===== src/hw/rtl/mbfr_pkg.sv =====
// ----------------------------------------------------------------------------
// Meter bus frame receiver package
// Shared constants, register map, status codes and parser state encoding.
// ----------------------------------------------------------------------------
package mbfr_pkg;

   // Address field length of a frame, in bytes
   localparam int ADDRESS_BYTES = 7;

   // Default width of the tick counter
   localparam int TICK_BITS_DEFAULT = 32;

   // Register reset values
   localparam logic [31:0] TIMEOUT_RESET    = 32'd100;
   localparam logic [7:0]  START_CODE_RESET = 8'h68;
   localparam logic [7:0]  TYPE_CODE_RESET  = 8'h20;
   localparam logic [7:0]  END_CODE_RESET   = 8'h16;

   // Register map, word index into the configuration space
   typedef enum logic [1:0] {
      REG_TIMEOUT    = 2'd0,
      REG_START_CODE = 2'd1,
      REG_TYPE_CODE  = 2'd2,
      REG_END_CODE   = 2'd3
   } csr_index_type;

   // Frame verdict reported on the end byte
   typedef enum logic [1:0] {
      STATUS_NONE    = 2'd0,
      STATUS_GOOD    = 2'd1,
      STATUS_BAD_SUM = 2'd2,
      STATUS_BAD_END = 2'd3
   } frame_status_type;

   // Parser state, one-hot
   typedef enum logic [7:0] {
      ST_HUNT  = 8'b0000_0001,
      ST_TYPE  = 8'b0000_0010,
      ST_ADDR  = 8'b0000_0100,
      ST_CTRL  = 8'b0000_1000,
      ST_LEN   = 8'b0001_0000,
      ST_DATA  = 8'b0010_0000,
      ST_CHECK = 8'b0100_0000,
      ST_END   = 8'b1000_0000
   } parse_state_type;

endpackage


===== src/hw/rtl/meter_bus_frame_receiver.sv =====
// ----------------------------------------------------------------------------
// Meter bus frame receiver
// Parses received bytes into frames (start, type, address, control, length,
// data, checksum, end), reports every kept byte with its index and judges
// each frame at its end byte. Partial frames are dropped after a tick gap.
// ----------------------------------------------------------------------------
//
//   Channel   Direction  Handshake             Payload
//   req_      in         req_valid/req_stall   rx_byte, now_tick
//   rsp_      out        rsp_valid/rsp_stall   frame_byte .. data_length
//   csr_      in/out     APB, pready tied high timeout, start/type/end codes
//
// One transaction per cycle sustained while the result side does not stall;
// a request passes from the input register through the parser into the result
// register. The parser state loop closes around the parser state registers.
// reset is synchronous, active high; it clears control state and the CSRs.
// A stalled result holds; the input register still takes one more transaction
// and req_stall rises only when both registers are full.
// ----------------------------------------------------------------------------
module meter_bus_frame_receiver
   import mbfr_pkg::*;
#(
   parameter int TICK_BITS = TICK_BITS_DEFAULT
) (
   input  logic        clock,
   input  logic        reset,

   input  logic        req_valid,
   output logic        req_stall,
   input  logic [7:0]  req_rx_byte,
   input  logic [31:0] req_now_tick,

   output logic        rsp_valid,
   input  logic        rsp_stall,
   output logic [7:0]  rsp_frame_byte,
   output logic [8:0]  rsp_byte_index,
   output logic        rsp_byte_kept,
   output logic        rsp_frame_done,
   output logic [1:0]  rsp_frame_status,
   output logic [7:0]  rsp_control_code,
   output logic [7:0]  rsp_data_length,

   input  logic        csr_psel,
   input  logic        csr_penable,
   input  logic        csr_pwrite,
   input  logic [3:0]  csr_paddr,
   input  logic [31:0] csr_pwdata,
   output logic [31:0] csr_prdata,
   output logic        csr_pready
);

   // Configuration registers
   logic [31:0] timeout_ff;
   logic [7:0]  start_code_ff;
   logic [7:0]  type_code_ff;
   logic [7:0]  end_code_ff;
   logic        csr_write;
   csr_index_type csr_index;

   // Input register
   logic        in_valid_ff, in_valid_in;
   logic [7:0]  in_byte_ff;
   logic [31:0] in_tick_ff;

   // Parser state
   parse_state_type      state_ff, state_in;
   logic [8:0]           windex_ff, windex_in;
   logic [7:0]           remain_ff, remain_in;
   logic [7:0]           sum_ff, sum_in;
   logic [7:0]           check_ff, check_in;
   logic [TICK_BITS-1:0] last_tick_ff, last_tick_in;
   logic [7:0]           ctrl_ff, ctrl_in;
   logic [7:0]           len_ff, len_in;

   // Result register
   logic        out_valid_ff, out_valid_in;
   logic [7:0]  out_byte_ff;
   logic [8:0]  out_index_ff;
   logic        out_kept_ff;
   logic        out_done_ff;
   frame_status_type out_status_ff;

   // Handshake
   logic req_accept;
   logic out_load;
   logic proc;

   // Parser working signals
   logic [63:0]          now_wide;
   logic [TICK_BITS-1:0] now_t;
   logic [TICK_BITS-1:0] gap;
   logic                 timed_out;
   parse_state_type      st;
   logic [8:0]           wi;
   logic [7:0]           sum_base;
   logic                 kept;
   logic                 done;
   logic [8:0]           idx;
   logic [7:0]           remain_dec;
   frame_status_type     status;

   // ------------------------------------------------------------------
   // Configuration port
   // ------------------------------------------------------------------
   assign csr_pready = 1'b1;
   assign csr_write  = csr_psel && csr_penable && csr_pwrite && csr_pready;
   assign csr_index  = csr_index_type'(csr_paddr[3:2]);

   always_ff @(posedge clock) begin
      if (reset) begin
         timeout_ff    <= TIMEOUT_RESET;
         start_code_ff <= START_CODE_RESET;
         type_code_ff  <= TYPE_CODE_RESET;
         end_code_ff   <= END_CODE_RESET;
      end else if (csr_write) begin
         case (csr_index)
            REG_TIMEOUT:    timeout_ff    <= csr_pwdata;
            REG_START_CODE: start_code_ff <= csr_pwdata[7:0];
            REG_TYPE_CODE:  type_code_ff  <= csr_pwdata[7:0];
            REG_END_CODE:   end_code_ff   <= csr_pwdata[7:0];
            default: ;
         endcase
      end
   end

   always_comb begin
      case (csr_index)
         REG_TIMEOUT:    csr_prdata = timeout_ff;
         REG_START_CODE: csr_prdata = {24'd0, start_code_ff};
         REG_TYPE_CODE:  csr_prdata = {24'd0, type_code_ff};
         REG_END_CODE:   csr_prdata = {24'd0, end_code_ff};
         default:        csr_prdata = 32'd0;
      endcase
   end

   // ------------------------------------------------------------------
   // Handshake: input register feeds the parser when the result register
   // is empty or being emptied
   // ------------------------------------------------------------------
   assign out_load   = !out_valid_ff || !rsp_stall;
   assign proc       = in_valid_ff && out_load;
   assign req_stall  = in_valid_ff && !out_load;
   assign req_accept = req_valid && !req_stall;

   always_comb begin
      if (req_accept) begin
         in_valid_in = 1'b1;
      end else if (proc) begin
         in_valid_in = 1'b0;
      end else begin
         in_valid_in = in_valid_ff;
      end
      out_valid_in = out_load ? in_valid_ff : out_valid_ff;
   end

   // ------------------------------------------------------------------
   // Parser, one byte per pass
   // ------------------------------------------------------------------
   always_comb begin
      now_wide   = {32'd0, in_tick_ff};
      now_t      = now_wide[TICK_BITS-1:0];
      gap        = now_t - last_tick_ff;
      timed_out  = 64'(gap) > 64'(timeout_ff);
      remain_dec = remain_ff - 8'd1;

      // drop a partial frame after a long gap
      st = timed_out ? ST_HUNT : state_ff;
      wi = timed_out ? 9'd0 : windex_ff;

      state_in     = st;
      sum_base     = sum_ff;
      remain_in    = remain_ff;
      check_in     = check_ff;
      ctrl_in      = ctrl_ff;
      len_in       = len_ff;
      kept         = 1'b0;
      done         = 1'b0;
      status       = STATUS_NONE;

      case (st)
         ST_HUNT: begin
            if (in_byte_ff == start_code_ff) begin
               kept      = 1'b1;
               wi        = 9'd0;
               sum_base  = 8'd0;
               ctrl_in   = 8'd0;
               len_in    = 8'd0;
               remain_in = 8'd0;
               state_in  = ST_TYPE;
            end
         end
         ST_TYPE: begin
            if (in_byte_ff == type_code_ff) begin
               kept     = 1'b1;
               state_in = ST_ADDR;
            end
         end
         ST_ADDR: begin
            kept = 1'b1;
            if ((10'(wi) + 10'd1) >= 10'(ADDRESS_BYTES + 2)) begin
               state_in = ST_CTRL;
            end
         end
         ST_CTRL: begin
            kept     = 1'b1;
            ctrl_in  = in_byte_ff;
            state_in = ST_LEN;
         end
         ST_LEN: begin
            kept      = 1'b1;
            len_in    = in_byte_ff;
            remain_in = in_byte_ff;
            state_in  = (in_byte_ff != 8'd0) ? ST_DATA : ST_CHECK;
         end
         ST_DATA: begin
            kept      = 1'b1;
            remain_in = remain_dec;
            if (remain_dec == 8'd0) begin
               state_in = ST_CHECK;
            end
         end
         ST_CHECK: begin
            kept     = 1'b1;
            check_in = in_byte_ff;
            state_in = ST_END;
         end
         ST_END: begin
            kept = 1'b1;
            done = 1'b1;
            if (in_byte_ff != end_code_ff) begin
               status = STATUS_BAD_END;
            end else if (sum_ff != check_ff) begin
               status = STATUS_BAD_SUM;
            end else begin
               status = STATUS_GOOD;
            end
            state_in = ST_HUNT;
         end
         default: begin
            state_in = ST_HUNT;
            wi       = 9'd0;
         end
      endcase

      sum_in       = sum_base;
      windex_in    = wi;
      last_tick_in = last_tick_ff;
      idx          = 9'd0;
      if (kept) begin
         idx = wi;
         // the checksum and end bytes are not summed
         if (state_in != ST_END && !done) begin
            sum_in = sum_base + in_byte_ff;
         end
         windex_in    = done ? 9'd0 : wi + 9'd1;
         last_tick_in = now_t;
      end
   end

   // ------------------------------------------------------------------
   // Registers
   // ------------------------------------------------------------------
   always_ff @(posedge clock) begin
      if (reset) begin
         in_valid_ff  <= 1'b0;
         out_valid_ff <= 1'b0;
         state_ff     <= ST_HUNT;
         windex_ff    <= 9'd0;
         remain_ff    <= 8'd0;
         sum_ff       <= 8'd0;
         check_ff     <= 8'd0;
         last_tick_ff <= '0;
         ctrl_ff      <= 8'd0;
         len_ff       <= 8'd0;
      end else begin
         in_valid_ff  <= in_valid_in;
         out_valid_ff <= out_valid_in;
         if (proc) begin
            state_ff     <= state_in;
            windex_ff    <= windex_in;
            remain_ff    <= remain_in;
            sum_ff       <= sum_in;
            check_ff     <= check_in;
            last_tick_ff <= last_tick_in;
            ctrl_ff      <= ctrl_in;
            len_ff       <= len_in;
         end
      end
   end

   always_ff @(posedge clock) begin
      if (req_accept) begin
         in_byte_ff <= req_rx_byte;
         in_tick_ff <= req_now_tick;
      end
      if (proc) begin
         out_byte_ff   <= in_byte_ff;
         out_index_ff  <= idx;
         out_kept_ff   <= kept;
         out_done_ff   <= done;
         out_status_ff <= status;
      end
   end

   assign rsp_valid        = out_valid_ff;
   assign rsp_frame_byte   = out_byte_ff;
   assign rsp_byte_index   = out_index_ff;
   assign rsp_byte_kept    = out_kept_ff;
   assign rsp_frame_done   = out_done_ff;
   assign rsp_frame_status = out_status_ff;
   assign rsp_control_code = ctrl_ff;
   assign rsp_data_length  = len_ff;

   // ------------------------------------------------------------------
   // Assertions
   // ------------------------------------------------------------------
   a_done_kept: assert property (@(posedge clock) disable iff (reset)
      rsp_valid && rsp_frame_done |-> rsp_byte_kept)
      else $error("frame end reported on a dropped byte");

   a_status_done: assert property (@(posedge clock) disable iff (reset)
      rsp_valid |-> (rsp_frame_done == (rsp_frame_status != STATUS_NONE)))
      else $error("frame status disagrees with frame end");

   a_drop_index: assert property (@(posedge clock) disable iff (reset)
      rsp_valid && !rsp_byte_kept |-> rsp_byte_index == 9'd0)
      else $error("dropped byte carries a non-zero index");

   a_end_hunt: assert property (@(posedge clock) disable iff (reset)
      proc && done |=> state_ff == ST_HUNT && windex_ff == 9'd0)
      else $error("parser did not return to hunting after a frame end");

endmodule


===== config.mk =====
export PLATFORM = sky130hd
export DESIGN_NAME = meter_bus_frame_receiver
export DESIGN_NICKNAME = d
export VERILOG_FILES = /design/src/hw/rtl/mbfr_pkg.sv /design/src/hw/rtl/meter_bus_frame_receiver.sv
export SDC_FILE = /design/constraint.sdc
export NUM_CORES = 1
export LEC_CHECK = 0
export BUFFER_PORTS_ARGS = -buffer_cell sky130_fd_sc_hd__buf_2
export CORE_ASPECT_RATIO = 0.5
export CORE_MARGIN = 2
export CORE_UTILIZATION = 52
export CTS_BUF_LIST = sky130_fd_sc_hd__clkbuf_2 sky130_fd_sc_hd__clkbuf_4 sky130_fd_sc_hd__clkbuf_8
export DETAILED_ROUTE_END_ITERATION = 10
export MAX_ROUTING_LAYER = met4
export PLACE_DENSITY = 0.76
export SLEW_MARGIN = 20
export SYNTH_ARGS = -nofsm -noshare
export SYNTH_HDL_FRONTEND = slang
export SYNTH_SLANG_ARGS = --single-unit
export TNS_END_PERCENT = 20

===== constraint.sdc =====
create_clock -name clock -period 6.4 [get_ports clock]
set_input_delay 1.28 -clock clock [delete_from_list [all_inputs] [get_ports clock]]
set_output_delay 1.28 -clock clock [all_outputs]
set_load 0.1 [all_outputs]

# Yosys cells after proc, flatten, opt, wreduce, memory -nomap -nowiden
# Index checks and enable logic that the tools add are counted.
[classes]
n_addsub = 5
magnitude_cmp = 2
mux = 29
n_eq_ne = 17
n_reduce_logical = 30
[op_table]
columns = ["op", "count"]
rows = [
  ["case mux 32 bit (4 select lines)", 1],
  ["2-to-1 mux 8 bit", 10],
  ["case mux 8 bit (7 select lines)", 1],
  ["2-to-1 mux 9 bit", 4],
  ["greater-than comparator 32 bit", 1],
  ["case mux 8 bit (2 select lines)", 2],
  ["subtractor 32 bit", 1],
  ["case mux 8 bit (3 select lines)", 1],
  ["case mux 9 bit (2 select lines)", 1],
  ["== test 8 bit", 2],
  ["!= test 8 bit", 2],
  ["AND reduction 2 bit", 6],
  ["adder 9 x 1 -> 10 bit (second input constant)", 1],
  [">= comparator 10 x 4 -> 1 bit (second input constant)", 1],
  ["adder 9 x 1 -> 9 bit (second input constant)", 1],
  ["AND reduction 3 bit", 3],
  ["adder 8 bit", 1],
  ["== test 8 x 1 -> 1 bit (second input constant)", 1],
  ["== test 8 x 2 -> 1 bit (second input constant)", 1],
  ["== test 8 x 3 -> 1 bit (second input constant)", 1],
  ["== test 8 x 4 -> 1 bit (second input constant)", 1],
  ["== test 8 x 5 -> 1 bit (second input constant)", 1],
  ["== test 8 x 6 -> 1 bit (second input constant)", 1],
  ["== test 8 x 7 -> 1 bit (second input constant)", 1],
  ["20 further kinds", 37],
]
[totals]
input_bits = 83
wordCells = 104
out_inout_bits = 72
regBits = 208

# Longest topological paths before layout
# Gate-level depths: netlist of the first run.
[depth]
word_depth = 11
mapped_depth = 34
depth_no_buf = 32

# Worst setup path after synthesis of the first run
# OpenSTA, ideal clock, no wires.
[synth_timing]
kind = "flip-flop to flip-flop"
start = "register in_tick_ff[0]"
end = "register sum_ff[7]"
path_buffers = 1
setup_ps = 116
slack_ps = -231
required_ps = 6284
t_arrival_ps = 6514
path_stages_with_launch = 34
cell_sequence = "edfxtp_1 > inv_1 > ha_1 > inv_1 > fa_1 > a211o_1 > a211oi_1 > nor4b_1 > or3_1 > a211o_1 > a31o_2 > a21o_1 > a21oi_1 > xnor2_1 > ha_1 > and3_1 > a221o_1 > a21o_1 > a21oi_1 > nand4b_1 > nand2_1 > buf_1 > nand2_1 > inv_1 > ha_1 > a21o_1 > a21oi_1 > o21bai_1 > a21oi_1 > o21ai_0 > xor2_1 > nand2b_1 > or4b_1 > o211a_1"
[synth_via]
elab_chain_len = 11
elab_cells_between_ends = 29
cone_classes = "3 x add/sub; 2 x order compare; 9 x eq/ne; 12 x mux; 3 x reduce/logical"
[synth_lines]
columns = ["item", "line", "rtl"]
rows = [
  ["from (decl)", "meter_bus_frame_receiver.sv:63", "logic [31:0] in_tick_ff;"],
  ["from (signal assigned)", "meter_bus_frame_receiver.sv:294", "in_tick_ff <= req_now_tick;"],
  ["subtractor 32 bit (*)", "meter_bus_frame_receiver.sv:162", "gap = now_t - last_tick_ff;"],
  ["greater-than comparator 32 bit (*)", "meter_bus_frame_receiver.sv:163", "timed_out = 64'(gap) > 64'(timeout_ff);"],
  ["2-to-1 mux 9 bit", "meter_bus_frame_receiver.sv:168", "wi = timed_out ? 9'd0 : windex_ff;"],
  ["adder 9 x 1 -> 10 bit", "meter_bus_frame_receiver.sv:200", "if ((10'(wi) + 10'd1) >= 10'(ADDRESS_BYTES + 2)) begin"],
  [">= comparator 10 x 4 -> 1 bit", "meter_bus_frame_receiver.sv:200", ""],
  ["2-to-1 mux 8 bit", "meter_bus_frame_receiver.sv:200", ""],
  ["case mux 8 bit (7 select lines)", "meter_bus_frame_receiver.sv:180", "case (st)"],
  ["!= test 8 bit", "meter_bus_frame_receiver.sv:252", "if (state_in != ST_END && !done) begin"],
  ["logical AND 1 bit", "meter_bus_frame_receiver.sv:252", ""],
  ["2-to-1 mux 8 bit", "meter_bus_frame_receiver.sv:252", ""],
  ["2-to-1 mux 8 bit (*)", "meter_bus_frame_receiver.sv:249", "if (kept) begin"],
  ["to (signal assigned)", "meter_bus_frame_receiver.sv:282", "sum_ff <= sum_in;"],
  ["to (decl)", "meter_bus_frame_receiver.sv:69", "logic [7:0] sum_ff, sum_in;"],
]
# Mark *: on every way between the ends. The rest lies on a longest branch, timed or not.
# A chain may end at the register's enable or synchronous reset.

# Final worst setup path of the first run
# Ends and elaborated chain as after synthesis.

==> flow_summary.toml, run 1 <==
[layout]
layout.nets = 1657
final_core_util = 0.629
fillers = 1860
n_antenna_cell = 0
fin_cells = 1824
area.growth.synth_to_final_pct = 17.3
layout-drive-gt1-share = 0.209

[floorplanning]
start_util = 0.536
die_width_um = 216
core_area_um2 = 21900
core.rowCount = 38
die_area_um2 = 23800
chipHeight_um = 110
ios = 155

[detailed_routing]
vias = 10300
viasPerCell = 5.64
drc = 0
antenna_left = 0
wl_per_cell_um = 17.4
drt-total-wl_um = 31700
routed.top_layer = "met4"
wl_met3_um = 1660
drtIter0Drc = 566
first_pass_iters = 5
wl_met2_um = 14800
wl_met1_um = 14300

[grt]
grt_pass1_wl_um = 50300
gr-total-overflow = 0
antenna_found_initial = 0
grt_pass1_vias = 9866
grtUsageTotal = 0.273
grt_max_degree = 68

[timing]
hold_ws_ns = 0.454
max_slew.worst_pin.slew_ns = 1.05
min_period_over_period = 1.02
timing.fmax_ghz = 0.153
setup_violations = 1
rsz0062_at_grt = "true"
period_minus_slack_ns = 6.53
timing.final.ws_setup_ns = -0.130
finClkSkew_ns = 0.0398
finalHoldViolations = 0
slew_headroom = 0.300
maxSlewViolCount = 0

[place]
gp_congestion = 0.937
dp_cells = 1754
dp_slack_ns = -0.297
dp_hpwl_um = 22400
io_buffers = 151

[yosys]
synth_edf_count = 61
synth_flop_cell = "dfxtp_1"
async_reset_ff_frac = 0
syn_avg_cell_area_um2 = 8.78
syn-instance-count = 1335
yosys_warnings = 0
synth_area_leaders = "dfxtp_1 25%, edfxtp_1 16%, ha_1 7.8%"
syn_area_um2 = 11700
syn_nets = 1493
synth_seq_area_share = 0.407
netlist.area_leader.share = 0.251
post_synth_num_cell_types = 84
ys_ff_latch = 208
synth_top_cell_by_area = "dfxtp_1"

[cts]
tritoncts = "built"
h-tree-depth = 1
insertion_delay_ns = 0.61
clockRootBuffer = "clkbuf_8"
cts_buffers = 31
cts.sinks = 208
ctsHoldBuffers = 0
cts.path.max_buffers = 3
clkSlewWorstSetupHoldPaths_ns = 0.08

[flow_run]
drv_cap = 0

[run_status]
status = "complete, but fails checks"
violations = "setup timing"

[setup_path]
crit_type = "reg2reg"
startpoint_type = "register"
cp.required_ns = 6.91
cpMostUsedCell = "a21oi_2"
crit_path_max_incr_delay_ns = 0.48
cp.arrival_ns = 7.04
crit_fanout = 4
crit_slowest_cell = "or4b_1"
endpoint_kind = "register"

[pwr]
power_density_nw_per_um2 = 224
power.leakage_uw = 0.00533
power_uw = 3070
peakVddDrop_mv = 0.133

[worst_hold_path]
hold_path.class = "reg2reg"
-- worst max-delay path: cells and delay by family (launching register included) --
| kind | cells | cell delay (ns) |
|---|---|---|
| AO/OA/AOI/OAI | 15 | 2.87 |
| AND/OR/NAND/NOR | 8 | 1.77 |
| adder cells (fa/ha/maj) | 4 | 0.97 |
| flip-flops | 1 | 0.39 |
| XOR/XNOR | 2 | 0.28 |
| buffers and inverters | 3 | 0.18 |
-- cells in the mapped netlist (5+ instances only) --
cell type	number
a22oi_1	12
and3_1	13
nand2_1	202
nand2b_1	9
nor2_1	101
clkbuf_1	55
or3_1	8
o21ai_0	24
a21oi_1	124
or4_1	5
a211oi_1	11
dfxtp_1	147
edfxtp_1	61
nand4_1	19
buf_2	10
nor3_1	42
nor2b_1	9
inv_1	92
o21bai_1	5
xor2_1	23
and2_1	17
o21a_1	9
a21o_1	17
nand3_1	27
or2_2	5
o21ai_1	7
a31oi_1	6
mux2i_1	39
xnor2_1	48
o211ai_1	8
mux4_2	8
ha_1	73
nor4_1	12
-- routing by layer --
layer	up-vias	global-route usage
met5	-	-
met4	0	0.0969
met3	72	0.0395
met2	300	0.455
met1	4900	0.346
li1	5022	-
-- path summary, 6_finish.rpt --
kind	from	end	slack [ns]	cells past startpoint
worst max-delay path	in_tick_ff[0]$_DFFE_PP_	sum_ff[7]$_SDFFE_PP0P_	-0.13	32
worst min-delay path	last_tick_ff[16]$_SDFFE_PP0P_	last_tick_ff[16]$_SDFFE_PP0P_	0.45	2
worst max register to register	in_tick_ff[0]$_DFFE_PP_	sum_ff[7]$_SDFFE_PP0P_	-0.13	32
worst min register to register	last_tick_ff[16]$_SDFFE_PP0P_	last_tick_ff[16]$_SDFFE_PP0P_	0.45	2
-- cell families after synthesis --
family                   synth area share
AND/OR/NAND/NOR                     0.192
AO/OA/AOI/OAI                       0.162
flip-flops                          0.407
buffers and inverters              0.0555
adder cells (fa/ha/maj)            0.0813
XOR/XNOR                           0.0530
multiplexers                       0.0487
other                            0.000320
-- cell type report --
class,instances,area (µm²),share of cell area
clock buffer,41,539,0.0392
clock inverter,17,144,0.0105
inverter,93,349,0.0254
multi-input combinational,963,6420,0.467
sequential,208,4770,0.347
tap,300,375,0.0273
timing repair buffer,202,1140,0.0833
-- flip-flops by register name, summed over array words and instances (netlist names), 9 cells and up --
signal	cells
rsp_byte_index	9
last_tick_ff	32
windex_ff	9
in_tick_ff	32
timeout_ff	32
-- metrics by stage --
stage / instance area [µm²] / TNS [ns]
2_1_floorplan: 11700 / 0
3_3_place_gp: 12900 / -0.188
3_5_place_dp: 12900 / -0.427
4_1_cts: 13600 / -0.0250
5_1_grt: 13800 / -0.794
6_report: 13800 / -0.130
-- layout by cell type, fill, tap and decap left out, drive strengths merged, types with 6 or more instances in the layout --
cell,count
a211oi,14
a21o,17
a21oi,124
a22oi,12
a31oi,6
and2,18
and3,13
buf,202
clkbuf,41
clkinv,11
dfxtp,147
edfxtp,61
ha,73
inv,94
mux2i,39
mux4,8
nand2,202
nand2b,9
nand3,28
nand4,19
nor2,101
nor2b,9
nor3,42
nor4,14
o211ai,9
o21a,9
o21ai,34
o311ai,6
or2,6
or3,8
xnor2,48
xor2,23
-- where the power goes --
part | switching (µW) | internal, µW | leakage (µW)
Combinational | 300 | 163 | 0.00320
Clock | 558 | 636 | 0.000356
Sequential | 29.5 | 1390 | 0.00178
Total | 888 | 2190 | 0.00533
-- timing repair --
item	CTS	global route
setup endpoints to repair	2	6
resized for setup	13	14
gates cloned	0	0
setup buffers	5	7
pin swaps	16	14
No activity file was read; power rests on OpenSTA's default activity.
==> inputs of run 2 (changes only) <==
--- a/config.mk
+++ b/config.mk
@@ -5,14 +5,15 @@
 export SDC_FILE = /design/constraint.sdc
 export NUM_CORES = 1
 export LEC_CHECK = 0
+export ABC_AREA = 1
 export BUFFER_PORTS_ARGS = -buffer_cell sky130_fd_sc_hd__buf_2
 export CORE_ASPECT_RATIO = 0.5
 export CORE_MARGIN = 2
-export CORE_UTILIZATION = 52
+export CORE_UTILIZATION = 54
 export CTS_BUF_LIST = sky130_fd_sc_hd__clkbuf_2 sky130_fd_sc_hd__clkbuf_4 sky130_fd_sc_hd__clkbuf_8
 export DETAILED_ROUTE_END_ITERATION = 10
 export MAX_ROUTING_LAYER = met4
-export PLACE_DENSITY = 0.76
+export PLACE_DENSITY = 0.79
 export SLEW_MARGIN = 20
 export SYNTH_ARGS = -nofsm -noshare
 export SYNTH_HDL_FRONTEND = slang
==> flow_summary.toml, run 2 <==
[yosys]
yosys_warnings = 0
synth_edf_count = 61
syn_avg_cell_area_um2 = 7.95
async_reset_ff_frac = 0
ys_ff_latch = 208
synth_seq_area_share = 0.430
netlist.area_leader.share = 0.265
syn_area_um2 = 11100
syn_nets = 1556
synth_top_cell_by_area = "dfxtp_1"
syn-instance-count = 1398
synth_common_cells = "220 x nand2_1, 170 x a21oi_1, 168 x inv_1"
synth_area_leaders = "dfxtp_1 26%, edfxtp_1 16%, ha_1 8.2%"
synth_flop_cell = "dfxtp_1"
synth_most_common_cell = "nand2_1"
post_synth_num_cell_types = 57

[pwr]
power_density_nw_per_um2 = 229
p_int_uw = 2130
switchingPower_uw = 890
peakVddDrop_mv = 0.155
power.leakage_uw = 0.00573
swShare = 0.295
pwr-share-clk = 0.347
seq_power_share = 0.474
p_comb_frac = 0.179

[setup_path]
crit_slowest_cell = "fa_2"
endpoint_kind = "register"
cp.required_ns = 6.86
crit_path_max_incr_delay_ns = 0.39
startpoint_type = "register"
crit_type = "reg2reg"
r2r_start = "in_tick_ff[0]$_DFFE_PP_"
crit_path_start = "in_tick_ff[0]$_DFFE_PP_"
cp.arrival_ns = 6.68
crit_fanout = 4

[flow_run]
drv_cap = 0

[layout]
area.growth.synth_to_final_pct = 18.4
layout-drive-gt1-share = 0.203
final_core_util = 0.646
fillers = 1744
layout.nets = 1736
reg_top3 = "in_tick_ff: 32 flops, last_tick_ff: 32 flops, timeout_ff: 32 flops"
final_cell_mix = "215 x nand2_1, 163 x inv_1, 162 x a21oi_1"
n_antenna_cell = 0
layout_commonest_cell = "nand2_1"

[timing]
finalHoldViolations = 0
hold_ws_ns = 0.459
setup_violations = 0
period_minus_slack_ns = 6.22
max_slew.worst_pin.slew_ns = 0.863
min_period_over_period = 0.972
maxSlewViolCount = 0
slew_headroom = 0.425
finClkSkew_ns = 0.0165
timing.fmax_ghz = 0.161
rsz0062_at_grt = "true"

[place]
io_buffers = 151
dp_hpwl_um = 19900
gp_congestion = 0.920

[cts]
h-tree-depth = 1
cts_buffers = 29
clkSlewWorstSetupHoldPaths_ns = 0.07
tritoncts = "built"
cts.path.max_buffers = 3
ctsHoldBuffers = 0
clockRootBuffer = "clkbuf_8"
insertion_delay_ns = 0.58
cts.sinks = 208

[floorplanning]
ios = 155
die_width_um = 207
start_util = 0.545
core.rowCount = 37
die_area_um2 = 21800
core_area_um2 = 20400
chipHeight_um = 105

[detailed_routing]
vias = 10000
drc = 0
first_pass_iters = 5
antenna_left = 0
viasPerCell = 5.35
drt-total-wl_um = 28000
drtIter0Drc = 533
wl_per_cell_um = 14.9

[grt]
grt_max_degree = 91
antenna_found_initial = 0
grt_pass1_wl_um = 44800
grtUsageTotal = 0.261
grt_pass1_vias = 9464
gr-total-overflow = 0

[run_status]
status = "completed"

[worst_hold_path]
hp-start = "rsp_control_code[0]$_SDFFE_PP0P_"
hold_path.class = "reg2reg"
run 2: cell types whose count changed in the layout (fill, tap and decap cells not counted), moves of 22 or more:
cell / before / now
o21ai_0: 22 / 96
mux2i_1: 39 / 0
nor2_1: 101 / 143
nand3_1: 27 / 49
a21oi_1: 119 / 162
inv_1: 90 / 163
nor3_1: 41 / 9
run 2: layer usage:
metal  global-route usage  share of wire  vias to the layer above
met1                0.329           0.43                     4682
li1                     -              -                     5017
met2                0.437           0.48                      277
met3               0.0430          0.065                       48
met4               0.0674          0.021                        0
met5                    -              0                        -
run 2: area by class of cell:
type | count | area, µm² | area share
clock inverter | 9 | 41.3 | 0.00314
multi-input combinational | 962 | 5640 | 0.429
tap | 273 | 342 | 0.0260
sequential | 208 | 4770 | 0.363
clock buffer | 44 | 543 | 0.0413
timing repair buffer | 198 | 1140 | 0.0865
inverter | 179 | 677 | 0.0515
run 2: power by group through the flow:
stage	registers, µW	clock network [µW]	logic [µW]
global placement	1460	0	482
finish	1430	1050	539
CTS	1430	1070	504
detailed placement	1460	0	499
floorplan	1480	0	348
global route	1430	1130	596
run 2: cells by family after synthesis:
kind of cell | count (synthesis) | share of synthesized area
DFF | 208 | 0.430
xor gates and xnor gates | 65 | 0.0513
other | 1 | 0.000338
adders and majority gates | 75 | 0.0858
and+or+nand+nor | 487 | 0.190
buffers and inverters | 228 | 0.0809
AOI/OAI and AO/OA | 334 | 0.162
run 2: final timing paths:
| kind | to | slack (ns) | cells after the start |
|---|---|---|---|
| max reg2reg | sum_ff[7]$_SDFFE_PP0P_ | 0.18 | 45 |
| max | sum_ff[7]$_SDFFE_PP0P_ | 0.18 | 45 |
| min | rsp_control_code[0]$_SDFFE_PP0P_ | 0.46 | 2 |
| min reg2reg | rsp_control_code[0]$_SDFFE_PP0P_ | 0.46 | 2 |
run 2: what timing repair did:
| action | 4_1_cts | 5_1_grt |
|---|---|---|
| setup endpoints to repair | 6 | 73 |
| buffers inserted | 2 | 12 |
| resized for setup | 5 | 55 |
| cloned | 0 | 0 |
| pin swaps | 5 | 39 |
run 2: per-stage QoR:
stage	area, µm²	setup TNS [ns]	instances	setup WS [ns]	power [µW]
floorplan	11100	0	1398	0.424	1830
global placement	12200	0	1806	0.106	1940
detailed placement	12200	-0.345	1806	-0.151	1960
CTS	12900	0	1861	0.00335	3010
global route	13200	-0.503	1873	-0.221	3160
finish	13200	0	1873	0.180	3020
run 2: critical path: cells and delay by family, from the launching register on:
family	cells	cell delay (ns)
buffers and inverters	6	0.53
xor gates and xnor gates	1	0.14
adders and majority gates	4	1.06
AOI/OAI and AO/OA	18	2.51
DFF	1	0.38
and+or+nand+nor	16	1.45
==> inputs of run 3 (changes only) <==
--- a/config.mk
+++ b/config.mk
@@ -9,11 +9,11 @@
 export BUFFER_PORTS_ARGS = -buffer_cell sky130_fd_sc_hd__buf_2
 export CORE_ASPECT_RATIO = 0.5
 export CORE_MARGIN = 2
-export CORE_UTILIZATION = 54
+export CORE_UTILIZATION = 55
 export CTS_BUF_LIST = sky130_fd_sc_hd__clkbuf_2 sky130_fd_sc_hd__clkbuf_4 sky130_fd_sc_hd__clkbuf_8
 export DETAILED_ROUTE_END_ITERATION = 10
 export MAX_ROUTING_LAYER = met4
-export PLACE_DENSITY = 0.79
+export PLACE_DENSITY = 0.77
 export SLEW_MARGIN = 20
 export SYNTH_ARGS = -nofsm -noshare
 export SYNTH_HDL_FRONTEND = slang
==> constraint.sdc (replaced) <==
create_clock -name clock -period 6.45 [get_ports clock]
set_input_delay 1.29 -clock clock [delete_from_list [all_inputs] [get_ports clock]]
set_output_delay 1.29 -clock clock [all_outputs]
set_load 0.1 [all_outputs]
==> flow_summary.toml, run 3 (synthesis gave the netlist of run 2 again) <==
[cts]
cts.path.max_buffers = 3
cts.sinks = 208
insertion_delay_ns = 0.58
cts_buffers = 30
clkSlewWorstSetupHoldPaths_ns = 0.07
h-tree-depth = 1
tritoncts = "built"
clockRootBuffer = "clkbuf_8"
ctsHoldBuffers = 0

[setup_path]
endpoint_kind = "register"
r2r_start = "in_tick_ff[0]$_DFFE_PP_"
crit_path_start = "in_tick_ff[0]$_DFFE_PP_"
crit_type = "reg2reg"
cp.required_ns = 6.91
r2r_slack_ns = 0.50
crit_slowest_cell = "edfxtp_1"
cp.arrival_ns = 6.42
crit_path_max_incr_delay_ns = 0.38
cpMostUsedCell = "a21oi_2"
crit_fanout = 4
startpoint_type = "register"

[detailed_routing]
viasPerCell = 5.29
drc = 0
wl_per_cell_um = 14.6
vias = 9846
drt-total-wl_um = 27200
drtIter0Drc = 531
antenna_left = 0
first_pass_iters = 5

[timing]
setup_violations = 0
finalHoldViolations = 0
timing.fmax_ghz = 0.168
finClkSkew_ns = 0.0174
slew_headroom = 0.424
rsz0062_at_grt = "true"
period_minus_slack_ns = 5.95
maxSlewViolCount = 0
hold_ws_ns = 0.457
max_slew.worst_pin.slew_ns = 0.865
min_period_over_period = 0.923
finalSetupTns_ns = 0

[pwr]
power.leakage_uw = 0.00574
seq_power_share = 0.459
p_int_uw = 2220
pwr-share-clk = 0.372
swShare = 0.283
p_comb_frac = 0.170
power_uw = 3090
switchingPower_uw = 875
peakVddDrop_mv = 0.166
power_density_nw_per_um2 = 236

[layout]
n_antenna_cell = 0
fillers = 1681
final_core_util = 0.669
layout-drive-gt1-share = 0.200
final_cell_mix = "217 x nand2_1, 165 x inv_1, 161 x a21oi_1"
fin_area_um2 = 13100
layout.nets = 1731
area.growth.synth_to_final_pct = 18.3
reg_top3 = "in_tick_ff: 32 flops, last_tick_ff: 32 flops, timeout_ff: 32 flops"
layout_commonest_cell = "nand2_1"

[grt]
grt_pass1_wl_um = 44000
gr-total-overflow = 0
grt_pass1_vias = 9262
grtUsageTotal = 0.259
antenna_found_initial = 0
grt_max_degree = 94

[floorplanning]
chipHeight_um = 104
die_width_um = 205
start_util = 0.566
core_area_um2 = 19600
ios = 155
core.rowCount = 36
die_area_um2 = 21400

[flow_run]
drv_cap = 0

[place]
dp_hpwl_um = 19100
place_area_um2 = 12200
io_buffers = 151
gp_congestion = 0.899

[worst_hold_path]
hold_path.class = "reg2reg"
hp-start = "last_tick_ff[19]$_SDFFE_PP0P_"

[run_status]
status = "completed"
==> run 3: final timing paths <==
| path | cells past startpoint | endpoint |
|---|---|---|
| max | 42 | sum_ff[7]$_SDFFE_PP0P_ |
| min | 2 | last_tick_ff[19]$_SDFFE_PP0P_ |
| max reg2reg | 42 | sum_ff[7]$_SDFFE_PP0P_ |
| min reg2reg | 2 | last_tick_ff[19]$_SDFFE_PP0P_ |
==> run 3: layer usage <==
metal  global-route usage  vias to the layer above  share of wire
met5                    -                        -              0
li1                     -                     4997              -
met4               0.0714                        0          0.024
met3               0.0442                       57          0.056
met1                0.330                     4526           0.45
met2                0.424                      266           0.47
==> run 3: final cells by class <==
type | instances | area, µm² | share of cell area
Tap cell | 266 | 333 | 0.0253
Clock inverter | 5 | 73.8 | 0.00562
Timing Repair Buffer | 192 | 1080 | 0.0825
Inverter | 179 | 676 | 0.0514
Multi-Input combinational cell | 962 | 5610 | 0.427
Sequential cell | 208 | 4770 | 0.363
Clock buffer | 51 | 589 | 0.0448
==> run 3: power by group through the flow <==
stage          Clock, µW  Combinational (µW)  Sequential [µW]
6_report            1150                 525             1420
2_1_floorplan          0                 346             1470
4_1_cts             1180                 495             1420
3_5_place_dp           0                 493             1450
3_3_place_gp           0                 477             1450
5_1_grt             1240                 578             1420
==> run 3: timing repair <==
item	CTS	global route
pin swaps	0	27
setup buffers	0	12
endpoints found under the setup margin	3	73
resized for setup	3	47
==> run 3: worst max-delay path: cells and delay by family, from the launching register on <==
kind                     cells  cell delay (ns)
AND/OR/NAND/NOR             16             1.83
buffers and inverters        4             0.25
AO/OA/AOI/OAI               17             2.33
flip-flops                   1             0.38
XOR/XNOR                     1             0.09
adder cells (fa/ha/maj)      4             0.97
==> run 3: through the flow <==
step | setup WS, ns | cells
CTS | 0.0245 | 1851
floorplan | 0.474 | 1398
global placement | 0.106 | 1795
detailed placement | -0.0183 | 1795
global route | -0.0617 | 1863
finish | 0.495 | 1863
